## config.mk

```make
export PLATFORM = sky130hd
export DESIGN_NAME = deadline_sorted_timer_queue_unit
export DESIGN_NICKNAME = d
export VERILOG_FILES = /design/src/design/dstq_pkg.sv /design/src/design/dstq_ram.sv /design/src/design/deadline_sorted_timer_queue_unit.sv
export SDC_FILE = /design/constraint.sdc
export NUM_CORES = 2
export LEC_CHECK = 0
export BUFFER_PORTS_ARGS = -buffer_cell sky130_fd_sc_hd__buf_2
export CAP_MARGIN = 20
export CELL_PAD_IN_SITES_DETAIL_PLACEMENT = 0
export CELL_PAD_IN_SITES_GLOBAL_PLACEMENT = 1
export CORE_AREA = 2 2 482 484
export CTS_BUF_LIST = sky130_fd_sc_hd__clkbuf_4 sky130_fd_sc_hd__clkbuf_8 sky130_fd_sc_hd__clkbuf_16
export DETAILED_ROUTE_END_ITERATION = 16
export DIE_AREA = 0 0 484 486
export GPL_TIMING_DRIVEN = 0
export HOLD_SLACK_MARGIN = 0.02
export PLACE_DENSITY = 0.84
export SLEW_MARGIN = 20
export SYNTH_ARGS = -nofsm -noshare
export SYNTH_HDL_FRONTEND = slang
export SYNTH_SLANG_ARGS = --single-unit
```

## constraint.sdc

```tcl
create_clock -name clk -period 14.4 [get_ports clk]
set_input_delay 2.88 -clock clk [delete_from_list [all_inputs] [get_ports clk]]
set_output_delay 2.88 -clock clk [all_outputs]
set_load 0.01 [all_outputs]
```

## src/design/dstq_pkg.sv

```systemverilog
// Shared constants, codes and a helper function for the deadline-sorted timer queue.
package dstq_pkg;

  localparam int unsigned TIMERS_DEF     = 16;
  localparam int unsigned DL_W           = 48;
  localparam int unsigned IVAL_W         = 32;
  localparam int unsigned ID_W           = 4;
  localparam int unsigned KIND_W         = 3;
  localparam int unsigned ACT_W          = 2;
  localparam logic [IVAL_W-1:0] MIN_PERIOD_RST = 32'd100000;

  // Input actions
  localparam logic [ACT_W-1:0] ACT_ADD  = 2'd0;
  localparam logic [ACT_W-1:0] ACT_DEL  = 2'd1;
  localparam logic [ACT_W-1:0] ACT_TICK = 2'd2;

  // Result kinds
  localparam logic [KIND_W-1:0] KIND_ADD_OK = 3'd0;
  localparam logic [KIND_W-1:0] KIND_REJECT = 3'd1;
  localparam logic [KIND_W-1:0] KIND_DEL    = 3'd2;
  localparam logic [KIND_W-1:0] KIND_EXPIRE = 3'd3;
  localparam logic [KIND_W-1:0] KIND_IDLE   = 3'd4;

  // Saturating add on 48-bit tick values
  function automatic logic [DL_W-1:0] sat_add(input logic [DL_W-1:0] a,
                                              input logic [DL_W-1:0] b);
    logic [DL_W:0] s;
    s = {1'b0, a} + {1'b0, b};
    sat_add = s[DL_W] ? {DL_W{1'b1}} : s[DL_W-1:0];
  endfunction

endpackage

```

## src/design/dstq_ram.sv

```systemverilog
// Generic simple dual-port RAM with one write port and one registered read port.
module dstq_ram #(
  parameter int unsigned WIDTH = 8,
  parameter int unsigned DEPTH = 16
) (
  input  logic                                   clk,
  input  logic                                   we,
  input  logic [(DEPTH > 1 ? $clog2(DEPTH) : 1)-1:0] waddr,
  input  logic [WIDTH-1:0]                       wdata,
  input  logic [(DEPTH > 1 ? $clog2(DEPTH) : 1)-1:0] raddr,
  output logic [WIDTH-1:0]                       rdata
);

  logic [WIDTH-1:0] mem [DEPTH];

  // Write and read, read data registered
  always_ff @(posedge clk) begin
    if (we) begin
      mem[waddr] <= wdata;
    end
    rdata <= mem[raddr];
  end

endmodule

```

## src/design/deadline_sorted_timer_queue_unit.sv

```systemverilog
// Deadline-sorted timer queue: sorted list and slot deadlines held in RAM, one sequencer.
//
// The queue keeps its sorted list in a RAM of {timer, deadline, periodic, interval}
// entries and each timer's last deadline in a second RAM; both have a registered read.
// One item is worked at a time. All list walks go through the single read port of the
// list RAM. An add of a timer that is not queued scans the list, walks to the insertion
// point, opens a gap and rereads the head; re-adding a queued timer also closes the gap
// it leaves. A delete of a queued timer scans the list, closes its gap and rereads the
// head. A tick reports a quiet tick when nothing is due, otherwise it gives one result
// per expiry and requeues periodic timers. A rejected add and a delete of an unqueued
// timer go straight to their result; an unknown action gives no result. A stalled
// result holds the sequencer at its last step; the next item is taken while the last
// result still waits.
module deadline_sorted_timer_queue_unit #(
  parameter int unsigned TIMERS = dstq_pkg::TIMERS_DEF
) (
  input  logic                        clk,
  input  logic                        rst_n,
  // input items
  input  logic                        in_valid,
  output logic                        in_stall,
  input  logic [dstq_pkg::ACT_W-1:0]  in_action,
  input  logic [dstq_pkg::ID_W-1:0]   in_timer_id,
  input  logic                        in_periodic,
  input  logic [dstq_pkg::IVAL_W-1:0] in_interval,
  // result items
  output logic                        out_valid,
  input  logic                        out_stall,
  output logic [dstq_pkg::KIND_W-1:0] out_kind,
  output logic [dstq_pkg::ID_W-1:0]   out_expired_id,
  output logic [dstq_pkg::DL_W-1:0]   out_deadline,
  output logic                        out_head_changed,
  output logic [dstq_pkg::DL_W-1:0]   out_next_deadline,
  output logic                        out_queue_empty,
  output logic                        out_last,
  // configuration
  input  logic                        cfg_valid,
  output logic                        cfg_ready,
  input  logic [dstq_pkg::IVAL_W-1:0] cfg_min_period
);

  localparam int unsigned IDW = $clog2(TIMERS);
  localparam int unsigned CW  = $clog2(TIMERS + 1);
  localparam int unsigned XW  = (IDW > dstq_pkg::ID_W) ? IDW : dstq_pkg::ID_W;
  localparam int unsigned DLW = dstq_pkg::DL_W;
  localparam int unsigned IVW = dstq_pkg::IVAL_W;

  typedef struct packed {
    logic [IDW-1:0] id;
    logic [DLW-1:0] dl;
    logic           per;
    logic [IVW-1:0] ival;
  } ent_t;

  localparam int unsigned OW = $bits(ent_t);

  typedef enum logic [3:0] {
    S_IDLE, S_BASE, S_SC_RD, S_SC_CK, S_MV_RD, S_MV_WR, S_REM_DONE, S_CALC,
    S_FI_RD, S_FI_CK, S_INS_WR, S_HD_RD, S_HD_CK, S_EX_CK, S_EMIT
  } st_t;

  st_t                        st_r;
  logic [dstq_pkg::ACT_W-1:0] op_r;
  logic [IDW-1:0]             id_r;
  logic [dstq_pkg::ID_W-1:0]  eid_r;
  logic                       per_r;
  logic [IVW-1:0]             ival_r;
  logic [DLW-1:0]             base_r;
  logic                       join_ok_r;
  logic [DLW-1:0]             join_dl_r;
  logic                       rm_ok_r;
  logic [CW-1:0]              pos_r;
  logic [CW-1:0]              i_r;
  logic [CW-1:0]              j_r;
  logic                       mv_left_r;
  logic [CW-1:0]              cnt_r;
  logic [DLW-1:0]             dl_r;
  logic [DLW-1:0]             exp_dl_r;
  logic [dstq_pkg::KIND_W-1:0] kind_r;
  logic                       prev_empty_r;
  logic [DLW-1:0]             prev_head_r;
  logic [DLW-1:0]             now_r;
  logic [TIMERS-1:0]          queued_r;
  logic [TIMERS-1:0]          sv_r;
  logic [TIMERS-1:0]          fired_r;
  ent_t                       head_r;
  logic [IVW-1:0]             min_period_r;

  logic                        out_valid_r;
  logic [dstq_pkg::KIND_W-1:0] out_kind_r;
  logic [dstq_pkg::ID_W-1:0]   out_id_r;
  logic [DLW-1:0]              out_dl_r;
  logic                        out_chg_r;
  logic [DLW-1:0]              out_next_r;
  logic                        out_empty_r;
  logic                        out_last_r;

  // RAM ports
  logic           ord_we;
  logic [IDW-1:0] ord_waddr;
  ent_t           ord_wdata;
  logic [IDW-1:0] ord_raddr;
  logic [OW-1:0]  ord_rdata;
  ent_t           rd_e;
  logic           slot_we;
  logic [IDW-1:0] slot_raddr;
  logic [DLW-1:0] slot_rdata;

  logic [XW-1:0]  in_id_x;
  logic [IDW-1:0] in_idx;
  logic           in_id_ok;
  logic [XW-1:0]  head_id_x;
  logic           head_due;
  logic           cur_empty;
  logic [DLW-1:0] cur_head;
  logic           out_free;
  logic [CW-1:0]  mv_src;
  logic [DLW-1:0] calc_dl;
  logic [DLW-1:0] per_base;
  logic [IVW-1:0] os_ival;
  logic           sc_hit;
  logic           sc_join;

  assign rd_e = ent_t'(ord_rdata);

  dstq_ram #(.WIDTH(OW), .DEPTH(TIMERS)) u_order_ram (
    .clk  (clk),
    .we   (ord_we),
    .waddr(ord_waddr),
    .wdata(ord_wdata),
    .raddr(ord_raddr),
    .rdata(ord_rdata)
  );

  dstq_ram #(.WIDTH(DLW), .DEPTH(TIMERS)) u_slot_ram (
    .clk  (clk),
    .we   (slot_we),
    .waddr(id_r),
    .wdata(calc_dl),
    .raddr(slot_raddr),
    .rdata(slot_rdata)
  );

  // Decode timer number against the slot count
  assign in_id_x   = XW'(in_timer_id);
  assign in_idx    = in_id_x[IDW-1:0];
  assign in_id_ok  = {1'b0, in_id_x} < (XW + 1)'(TIMERS);
  assign head_id_x = XW'(head_r.id);

  // Head view and whether the head is due in this tick
  assign cur_empty = (cnt_r == '0);
  assign cur_head  = cur_empty ? '0 : head_r.dl;
  assign head_due  = !cur_empty && (head_r.dl <= now_r) && !fired_r[head_r.id];
  assign out_free  = !out_valid_r || !out_stall;

  // New deadline for add or periodic requeue
  assign os_ival  = (ival_r == '0) ? IVW'(1) : ival_r;
  assign per_base = (base_r != '0) ? base_r : (join_ok_r ? join_dl_r : now_r);
  always_comb begin
    if (op_r == dstq_pkg::ACT_TICK) begin
      calc_dl = dstq_pkg::sat_add(exp_dl_r, DLW'(ival_r));
    end else if (per_r) begin
      calc_dl = dstq_pkg::sat_add(per_base, DLW'(ival_r));
    end else begin
      calc_dl = dstq_pkg::sat_add(now_r, DLW'(os_ival));
    end
  end

  // Scan compare on the entry just read
  assign sc_hit  = (rd_e.id == id_r);
  assign sc_join = !join_ok_r && rd_e.per && (rd_e.ival == ival_r);
  assign mv_src  = mv_left_r ? (j_r + CW'(1)) : (j_r - CW'(1));

  // Drive RAM ports from the sequencer state
  always_comb begin
    ord_we     = 1'b0;
    ord_waddr  = j_r[IDW-1:0];
    ord_wdata  = rd_e;
    ord_raddr  = '0;
    slot_we    = 1'b0;
    slot_raddr = id_r;
    case (st_r)
      S_IDLE:  slot_raddr = in_idx;
      S_SC_RD: ord_raddr = i_r[IDW-1:0];
      S_FI_RD: ord_raddr = i_r[IDW-1:0];
      S_MV_RD: ord_raddr = mv_src[IDW-1:0];
      S_MV_WR: ord_we = 1'b1;
      S_CALC:  slot_we = 1'b1;
      S_INS_WR: begin
        ord_we    = 1'b1;
        ord_waddr = pos_r[IDW-1:0];
        ord_wdata = '{id: id_r, dl: dl_r, per: per_r, ival: ival_r};
      end
      default: ;
    endcase
  end

  // Sequencer, queue state and result register
  always_ff @(posedge clk) begin
    if (!rst_n) begin
      st_r         <= S_IDLE;
      cnt_r        <= '0;
      now_r        <= '0;
      queued_r     <= '0;
      sv_r         <= '0;
      fired_r      <= '0;
      min_period_r <= dstq_pkg::MIN_PERIOD_RST;
      out_valid_r  <= 1'b0;
    end else begin
      if (cfg_valid) begin
        min_period_r <= cfg_min_period;
      end
      if (out_valid_r && !out_stall && st_r != S_EMIT) begin
        out_valid_r <= 1'b0;
      end
      case (st_r)
        S_IDLE: begin
          if (in_valid) begin
            op_r         <= in_action;
            id_r         <= in_idx;
            eid_r        <= in_timer_id;
            per_r        <= in_periodic;
            ival_r       <= in_interval;
            prev_empty_r <= cur_empty;
            prev_head_r  <= cur_head;
            join_ok_r    <= 1'b0;
            rm_ok_r      <= 1'b0;
            i_r          <= '0;
            case (in_action)
              dstq_pkg::ACT_ADD: begin
                if (!in_id_ok || (in_periodic && in_interval < min_period_r)) begin
                  kind_r   <= dstq_pkg::KIND_REJECT;
                  exp_dl_r <= '0;
                  st_r     <= S_EMIT;
                end else begin
                  kind_r <= dstq_pkg::KIND_ADD_OK;
                  st_r   <= S_BASE;
                end
              end
              dstq_pkg::ACT_DEL: begin
                kind_r   <= dstq_pkg::KIND_DEL;
                exp_dl_r <= '0;
                st_r     <= (in_id_ok && queued_r[in_idx]) ? S_SC_RD : S_EMIT;
              end
              dstq_pkg::ACT_TICK: begin
                now_r   <= dstq_pkg::sat_add(now_r, DLW'(1));
                fired_r <= '0;
                st_r    <= S_EX_CK;
              end
              default: ;
            endcase
          end
        end
        // capture the stored deadline, unwritten slots read as zero
        S_BASE: begin
          base_r <= sv_r[id_r] ? slot_rdata : '0;
          st_r   <= cur_empty ? S_CALC : S_SC_RD;
        end
        S_SC_RD: st_r <= S_SC_CK;
        // find the timer's position and the first queued periodic of equal period
        S_SC_CK: begin
          if (sc_hit) begin
            rm_ok_r <= 1'b1;
            pos_r   <= i_r;
          end else if (sc_join) begin
            join_ok_r <= 1'b1;
            join_dl_r <= rd_e.dl;
          end
          if (i_r + CW'(1) == cnt_r) begin
            if (sc_hit || rm_ok_r) begin
              mv_left_r <= 1'b1;
              j_r       <= sc_hit ? i_r : pos_r;
              if ((sc_hit ? i_r : pos_r) + CW'(1) < cnt_r) begin
                st_r <= S_MV_RD;
              end else begin
                st_r <= S_REM_DONE;
              end
            end else begin
              st_r <= S_CALC;
            end
          end else begin
            i_r  <= i_r + CW'(1);
            st_r <= S_SC_RD;
          end
        end
        S_MV_RD: st_r <= S_MV_WR;
        // advance the move by one entry after each read and write
        S_MV_WR: begin
          if (mv_left_r) begin
            if (j_r + CW'(2) < cnt_r) begin
              j_r  <= j_r + CW'(1);
              st_r <= S_MV_RD;
            end else begin
              st_r <= S_REM_DONE;
            end
          end else begin
            if (j_r > pos_r + CW'(1)) begin
              j_r  <= j_r - CW'(1);
              st_r <= S_MV_RD;
            end else begin
              st_r <= S_INS_WR;
            end
          end
        end
        S_REM_DONE: begin
          cnt_r          <= cnt_r - CW'(1);
          queued_r[id_r] <= 1'b0;
          case (op_r)
            dstq_pkg::ACT_ADD:  st_r <= S_CALC;
            dstq_pkg::ACT_TICK: st_r <= per_r ? S_CALC : S_HD_RD;
            default:            st_r <= S_HD_RD;
          endcase
        end
        // store the new deadline and start the insertion walk
        S_CALC: begin
          dl_r       <= calc_dl;
          sv_r[id_r] <= 1'b1;
          i_r        <= '0;
          pos_r      <= '0;
          if (op_r == dstq_pkg::ACT_ADD) begin
            exp_dl_r <= calc_dl;
          end
          st_r <= cur_empty ? S_INS_WR : S_FI_RD;
        end
        S_FI_RD: st_r <= S_FI_CK;
        S_FI_CK: begin
          if (rd_e.dl <= dl_r) begin
            if (i_r + CW'(1) == cnt_r) begin
              pos_r <= cnt_r;
              st_r  <= S_INS_WR;
            end else begin
              i_r  <= i_r + CW'(1);
              st_r <= S_FI_RD;
            end
          end else begin
            pos_r     <= i_r;
            j_r       <= cnt_r;
            mv_left_r <= 1'b0;
            st_r      <= S_MV_RD;
          end
        end
        S_INS_WR: begin
          cnt_r          <= cnt_r + CW'(1);
          queued_r[id_r] <= 1'b1;
          st_r           <= S_HD_RD;
        end
        S_HD_RD: st_r <= cur_empty ? S_EMIT : S_HD_CK;
        S_HD_CK: begin
          head_r <= rd_e;
          st_r   <= S_EMIT;
        end
        // expire the head or report a quiet tick
        S_EX_CK: begin
          if (head_due) begin
            prev_empty_r     <= 1'b0;
            prev_head_r      <= head_r.dl;
            fired_r[head_r.id] <= 1'b1;
            id_r             <= head_r.id;
            eid_r            <= head_id_x[dstq_pkg::ID_W-1:0];
            per_r            <= head_r.per;
            ival_r           <= head_r.ival;
            exp_dl_r         <= head_r.dl;
            kind_r           <= dstq_pkg::KIND_EXPIRE;
            pos_r            <= '0;
            j_r              <= '0;
            mv_left_r        <= 1'b1;
            st_r             <= (cnt_r > CW'(1)) ? S_MV_RD : S_REM_DONE;
          end else begin
            kind_r   <= dstq_pkg::KIND_IDLE;
            eid_r    <= '0;
            exp_dl_r <= '0;
            st_r     <= S_EMIT;
          end
        end
        // hand the result over once the output register is free
        S_EMIT: begin
          if (out_free) begin
            out_valid_r <= 1'b1;
            out_kind_r  <= kind_r;
            out_id_r    <= eid_r;
            out_dl_r    <= exp_dl_r;
            out_chg_r   <= (cur_empty != prev_empty_r) ||
                           (!cur_empty && head_r.dl != prev_head_r);
            out_next_r  <= cur_head;
            out_empty_r <= cur_empty;
            if (kind_r == dstq_pkg::KIND_EXPIRE && head_due) begin
              out_last_r <= 1'b0;
              st_r       <= S_EX_CK;
            end else begin
              out_last_r <= 1'b1;
              st_r       <= S_IDLE;
            end
          end
        end
        default: st_r <= S_IDLE;
      endcase
    end
  end

  assign in_stall          = (st_r != S_IDLE);
  assign cfg_ready         = 1'b1;
  assign out_valid         = out_valid_r;
  assign out_kind          = out_kind_r;
  assign out_expired_id    = out_id_r;
  assign out_deadline      = out_dl_r;
  assign out_head_changed  = out_chg_r;
  assign out_next_deadline = out_next_r;
  assign out_queue_empty   = out_empty_r;
  assign out_last          = out_last_r;

  // Queue count matches the queued flags whenever no item is in flight
  a_cnt_flags: assert property (@(posedge clk) disable iff (!rst_n)
    st_r == S_IDLE |-> $countones(queued_r) == int'(cnt_r))
    else $error("queued count disagrees with queued flags");

  // Count never exceeds the slot count
  a_cnt_max: assert property (@(posedge clk) disable iff (!rst_n)
    int'(cnt_r) <= int'(TIMERS))
    else $error("queue count overflow");

  // An expiry never reports a deadline in the future
  a_exp_due: assert property (@(posedge clk) disable iff (!rst_n)
    out_valid_r && out_kind_r == dstq_pkg::KIND_EXPIRE |-> out_dl_r <= now_r)
    else $error("expiry of a timer not yet due");

  // An expiring timer is marked fired, so it expires at most once per tick
  a_fire_once: assert property (@(posedge clk) disable iff (!rst_n)
    st_r == S_EX_CK && head_due |=> fired_r[id_r])
    else $error("expired timer not marked");

endmodule

```

After elaboration in Yosys (flattened, before gate mapping)
Memories as Yosys holds them, arrays and structs flattened. A register that Yosys moved wholly into a read port is not among the register bits.
Index checks and enable logic that the tools add are counted.
{ "totals": {"ff_bits": 634, "ram_bits": 2128, "inputBits": 76, "out_inout_bits": 109, "elab_cells": 284, "n_memories": 2} }
{ "memory_table": {"columns": ["memory", "depth", "width", "read_ports", "rd_clocked_by_memory_dff", "wr", "line_no", "source"], "rows": [
  ["u_order_ram.mem", 16, 85, 1, 1, 1, "dstq_ram.sv:14", "logic [WIDTH-1:0] mem [DEPTH];"],
  ["u_slot_ram.mem", 16, 48, 1, 1, 1, "dstq_ram.sv:14", null]
]} }
{ "classes": {"n_addsub": 12, "order_cmp": 12, "eq_ne": 42, "muxes": 118, "n_bitwise": 6, "n_reduce_logical": 55} }
{ "ops": {"columns": ["operator", "n"], "rows": [
  ["48-bit two-way mux", 15],
  ["48-bit case mux with 2 select lines", 2],
  ["48-bit by 32-bit adder with 49-bit output", 3],
  ["48-bit case mux with 3 select lines", 1],
  ["48-bit less-or-equal comparator", 2],
  ["32-bit two-way mux", 3],
  ["85-bit two-way mux", 1],
  ["4-bit two-way mux", 18],
  ["5-bit two-way mux", 13],
  ["16-bit case mux with 2 select lines", 2],
  ["32-bit case mux with 2 select lines", 1],
  ["4-bit case mux with 15 select lines", 1],
  ["5-bit case mux with 4 select lines", 3],
  ["48-bit by 1-bit adder with 49-bit output (second input constant)", 1],
  ["16-bit two-way mux", 3],
  ["48-bit != test", 1],
  ["16-bit bitwise OR", 3],
  ["48-bit nonzero test", 1],
  ["32-bit equality test", 1],
  ["32-bit zero test", 1],
  ["32-bit < comparator", 1],
  ["4-bit case mux with 2 select lines", 4],
  ["4-bit equality test (second input constant)", 7],
  ["1-bit two-way mux", 28],
  ["other kinds (51)", 129]
]} }

Depth between registers and ports, before layout
{ "logic_depth": {"ltp_word": 8, "depth_mapped": 22, "ltp_nobuf": 17} }

Hierarchy
A second synthesis with hierarchy kept.
{ "unflattened": {"cells_unflattened": 7349, "hier_area_um2": 121017.3} }
{ "modules_own_cells": {"columns": ["mod", "instances", "cells_per_inst", "area_per_inst_um2", "seq_area_each_um2"], "rows": [
  ["dstq_ram (u_order_ram)", 1, 2180, 52520.4, 42540.8],
  ["deadline_sorted_timer_queue_unit", 1, 3927, 38806.0, 17656.9],
  ["dstq_ram (u_slot_ram)", 1, 1242, 29691.0, 24023.0]
]} }

Least setup slack after synthesis
OpenSTA, ideal clock, no wires.
{ "synth_timing": {"kind": "input to register", "start": "input in_valid", "end": "register id_r[0] (enable)", "setup_ps": 540, "t_arrival_ps": 7185, "t_required_ps": 13860, "slack_ps": 6674, "stages": 3, "n_path_buf": 0, "path_cell_list": "nand2_1 > a21oi_1 > nor2b_1"} }
{ "synth_via": {"elab_chain_len": 2} }
{ "synth_lines": {"columns": ["item", "line_no", "source"], "rows": [
  ["start: declaration", "deadline_sorted_timer_queue_unit.sv:20", "input logic in_valid,"],
  ["2-bit != test (no source line)", null, null],
  ["4-bit AND reduction (no source line)", null, null],
  ["end signal: assignment", "deadline_sorted_timer_queue_unit.sv:220", "id_r <= in_idx;"],
  ["end signal: assignment", "deadline_sorted_timer_queue_unit.sv:358", "id_r <= head_r.id;"],
  ["end: declaration", "deadline_sorted_timer_queue_unit.sv:64", "logic [IDW-1:0] id_r;"]
]} }
Every way passes these cells.
A chain may end at the register's enable or synchronous reset.

Worst setup path after layout
{ "layout_timing": {"start": "register base_r[1]", "end": "memory u_slot_ram.mem[8][42] in the netlist's numbering (data pin)"} }
{ "layout_via": {"elab_chain_len": 6} }
{ "layout_lines": {"columns": ["item", "line_no", "source"], "rows": [
  ["start: declaration", "deadline_sorted_timer_queue_unit.sv:68", "logic [DLW-1:0] base_r;"],
  ["start signal: assignment", "deadline_sorted_timer_queue_unit.sv:256", "base_r <= sv_r[id_r] ? slot_rdata : '0;"],
  ["48-bit nonzero test", "deadline_sorted_timer_queue_unit.sv:158", "assign per_base = (base_r != '0) ? base_r : (join_ok_r ? join_dl_r : now_r);"],
  ["48-bit two-way mux *", "deadline_sorted_timer_queue_unit.sv:158", null],
  ["48-bit by 32-bit adder with 49-bit output *", "dstq_pkg.sv:28", "s = {1'b0, a} + {1'b0, b};"],
  ["48-bit two-way mux *", "dstq_pkg.sv:29", "sat_add = s[DL_W] ? {DL_W{1'b1}} : s[DL_W-1:0];"],
  ["48-bit two-way mux *", "deadline_sorted_timer_queue_unit.sv:162", "end else if (per_r) begin"],
  ["48-bit two-way mux *", "deadline_sorted_timer_queue_unit.sv:160", "if (op_r == dstq_pkg::ACT_TICK) begin"],
  ["via calc_dl[42]", "deadline_sorted_timer_queue_unit.sv:118", "logic [DLW-1:0] calc_dl;"],
  ["end: declaration", "dstq_ram.sv:14", null]
]} }
The timed path passes the listed nets; every way through them passes the cells marked *.

==> flow_metrics.env <==
export IMPL_route_vias_total=75234
export IMPL_min_path_type="flip-flop to flip-flop"
export IMPL_fin_util=0.611
export IMPL_cts_setup_buffers=0
export IMPL_min_path_cells=0
export IMPL_die_w_um=484
export IMPL_synthMuxAreaShare=0.109
export IMPL_netlist_area_mm2=0.121
export IMPL_ys_flop_type="edfxtp_1"
export IMPL_setup_tns_ns=0
export IMPL_portBuffers=181
export IMPL_yosysMostFrequentCell="edfxtp_1"
export IMPL_drc=0
export IMPL_dp_hpwl_mm=280
export IMPL_crit_path_max_fanout=17
export IMPL_cts_tree="done"
export IMPL_async_flop_share=0
export IMPL_via_per_inst=6.54
export IMPL_finClkSkew_ns=0.101
export IMPL_gp_congestion=0.985
export IMPL_required_ns=14.88
export IMPL_synth_area_leaders="edfxtp_1, mux4_2, dfxtp_1, ha_1, nand2_1"
export IMPL_ios=185
export IMPL_crit_type="flip-flop to flip-flop"
export IMPL_fin_nets=8564
export IMPL_track_usage=0.332
export IMPL_synth_cell_type_count=96
export IMPL_synth_cells=7557
export IMPL_synth_simple_area_share=0.0671
export IMPL_ant_nets=0
export IMPL_die_area_mm2=0.235
export IMPL_drtIter0Drc=11667
export IMPL_hold_viol=0
export IMPL_synth_top_area_share=0.649
export IMPL_synth_adder_area_share=0.0265
export IMPL_drv_cap=0
export IMPL_synth_edf_count=2624
export IMPL_synth_top_family_by_area="multiplexers"
export IMPL_die_h_um=486
export IMPL_core_mm2=0.229
export IMPL_r2r_worst_path_cells=20
export IMPL_grt_first_pass_wirelength_mm=550
export IMPL_clock_latency_ns=0.97
export IMPL_rsz0062_at_grt="no"
export IMPL_tightest_slew_ns=1.32
export IMPL_clk_pin_slew_ns=0.06
export IMPL_cp_end_kind="flip-flop"
export IMPL_hold_ws_ns=0.429
export IMPL_antenna_found_initial=39
export IMPL_setup_viol=0
export IMPL_fin_crit_ns=9.08
export IMPL_syn_area_per_cell_um2=16.1
export IMPL_status="complete, no violations"
export IMPL_peakVddDrop_v=0.000124
export IMPL_power_leakage_nw=47.0
export IMPL_cts_inserted_buffers=310
export IMPL_ys_seq_area_frac=0.694
export IMPL_power_density_mw_per_mm2=200
export IMPL_drive_above_1_share=0.196
export IMPL_htreeDepth=5
export IMPL_yosys_area_top_type="edfxtp_1"
export IMPL_synth_xor_area_share=0.0195
export IMPL_floorplan_initialDensity=0.529
export IMPL_max_freq_mhz=110
export IMPL_root_buffer="clkbuf_16"
export IMPL_slew_limit_headroom=0.123
export IMPL_crit_arrival_ns=9.56
export IMPL_ctsResizeCount=0
export IMPL_ctsHoldBuffers=0
export IMPL_start_kind="flip-flop"
export IMPL_overflow=0
export IMPL_clockBufferDepth=4
export IMPL_ys_ff_latch=2895
export IMPL_drt_total_wl_mm=394
export IMPL_synth_compound_area_frac=0.0637
export IMPL_final_max_slew_viol_count=0
export IMPL_dr_pass1_iters=7
export IMPL_area_delta_synth_final_pct=15.5
export IMPL_syn_nets=7888
export IMPL_period_share=0.630
export IMPL_grt_max_degree=49
export IMPL_synthTopCellsByCount="edfxtp_1, nand2_1, mux4_2, clkbuf_1, nor2_1"
export IMPL_wl_per_cell_um=34.2
export IMPL_grt_pass1_vias=73099
export IMPL_fill_cells=16246
export IMPL_yosys_warnings=0
export IMPL_clkSinkCount=2895
export IMPL_rows=176
## layout make-up
type	count	area [um^2]	area share
Antenna cell	13	32.5	0.000232
Clock inverter	126	1280	0.00917
Sequential cell	2895	84200	0.601
Buffer	426	1760	0.0125
Timing Repair Buffer	364	4140	0.0295
Multi-Input combinational cell	4046	35400	0.253
Clock buffer	415	8860	0.0632
Tap cell	3026	3790	0.0270
Inverter	190	716	0.00510
## worst paths after layout
check | start | to | slack [ns]
max | base_r[1] | u_slot_ram.mem[8][42] | 5.32
min | eid_r[1] | out_expired_id[1] | 0.43
max reg2reg | base_r[1] | u_slot_ram.mem[8][42] | 5.32
min reg2reg | eid_r[1] | out_expired_id[1] | 0.43
## worst max-delay path, cell delays in order, from the launching register on
cell and delay (ns):
edfxtp_1 0.58, nor4_1 0.64, nand4_1 0.48, or3_1 0.48, buf_2 0.18, buf_6 0.16
clkbuf_2 0.44, buf_1 0.45, o21bai_1 0.48, ha_1 0.40, a21o_1 0.19, a21o_1 0.18
a21oi_1 0.22, nor2_1 0.10, a211oi_1 1.02, a211oi_2 0.23, buf_4 0.26, a31oi_4 0.65
buf_2 0.62, a22oi_1 0.27, and2_1 0.53
## layout by cell type (no fill, tap or decap), types with 32 or more instances in the layout
cell / n
clkinv_1: 37
xnor2_1: 166
nor3_1: 46
a31oi_1: 179
a211oi_1: 164
nand2_1: 717
clkbuf_4: 69
buf_2: 260
buf_12: 81
nand4_1: 83
edfxtp_1: 2624
clkinv_2: 41
o21ai_1: 38
o22ai_1: 33
nand3_1: 92
ha_1: 252
a21o_1: 72
mux4_2: 547
nor2_4: 36
nor4_1: 51
nor2_1: 246
inv_1: 188
dfxtp_1: 271
buf_4: 32
clkbuf_16: 318
nor2b_1: 80
o21bai_1: 56
a22o_1: 47
and2_1: 235
mux2i_1: 93
a21oi_1: 226
xor2_1: 104
clkbuf_1: 276
buf_16: 34
buf_1: 51
o21ai_0: 119
## layer usage
layer / global-route usage / vias up / routed length (um)
met2: 0.508 / 5146 / 179000
li1: - / 30868 / -
met1: 0.459 / 38396 / 150000
met3: 0.0746 / 810 / 44600
met4: 0.147 / 14 / 20200
met5: 0 / - / 102
## through the flow
| step | area (um^2) | worst slack, ns | power (W) | instances |
|---|---|---|---|---|
| 4_1_cts | 140000 | 5.62 | 0.0279 | 11483 |
| 5_1_grt | 140000 | 5.37 | 0.0289 | 11491 |
| 3_5_place_dp | 130000 | 5.70 | 0.0199 | 10942 |
| 2_1_floorplan | 121000 | 6.67 | 0.0163 | 7557 |
| 3_3_place_gp | 126000 | 3.72 | 0.0195 | 10764 |
| 6_report | 140000 | 5.32 | 0.0281 | 11501 |
## cells by family after synthesis
logic type / count (synthesis)
buffers and inverters: 616
flip-flops: 2895
multiplexers: 643
XOR/XNOR: 270
adder cells (fa/ha/maj): 255
AO/OA/AOI/OAI: 1165
AND/OR/NAND/NOR: 1712
other: 1
## registers in the layout, summed over array words and instances (netlist names), 16 cells and up, named ones only
name	flops
base_r	48
dl_r	48
exp_dl_r	48
fired_r	16
head_r	81
ival_r	32
join_dl_r	48
min_period_r	32
now_r	48
out_deadline	48
out_next_deadline	48
prev_head_r	48
sv_r	16
u_order_ram.mem	1360
u_order_ram.rdata	85
u_slot_ram.mem	768
u_slot_ram.rdata	48
## where the power goes
part	switching, W	internal, W
clock	0.00324	0.00475
sequential	0.000735	0.0107
combinational	0.00556	0.00308
total	0.00954	0.0185
No activity file was read; power rests on OpenSTA's default activity.
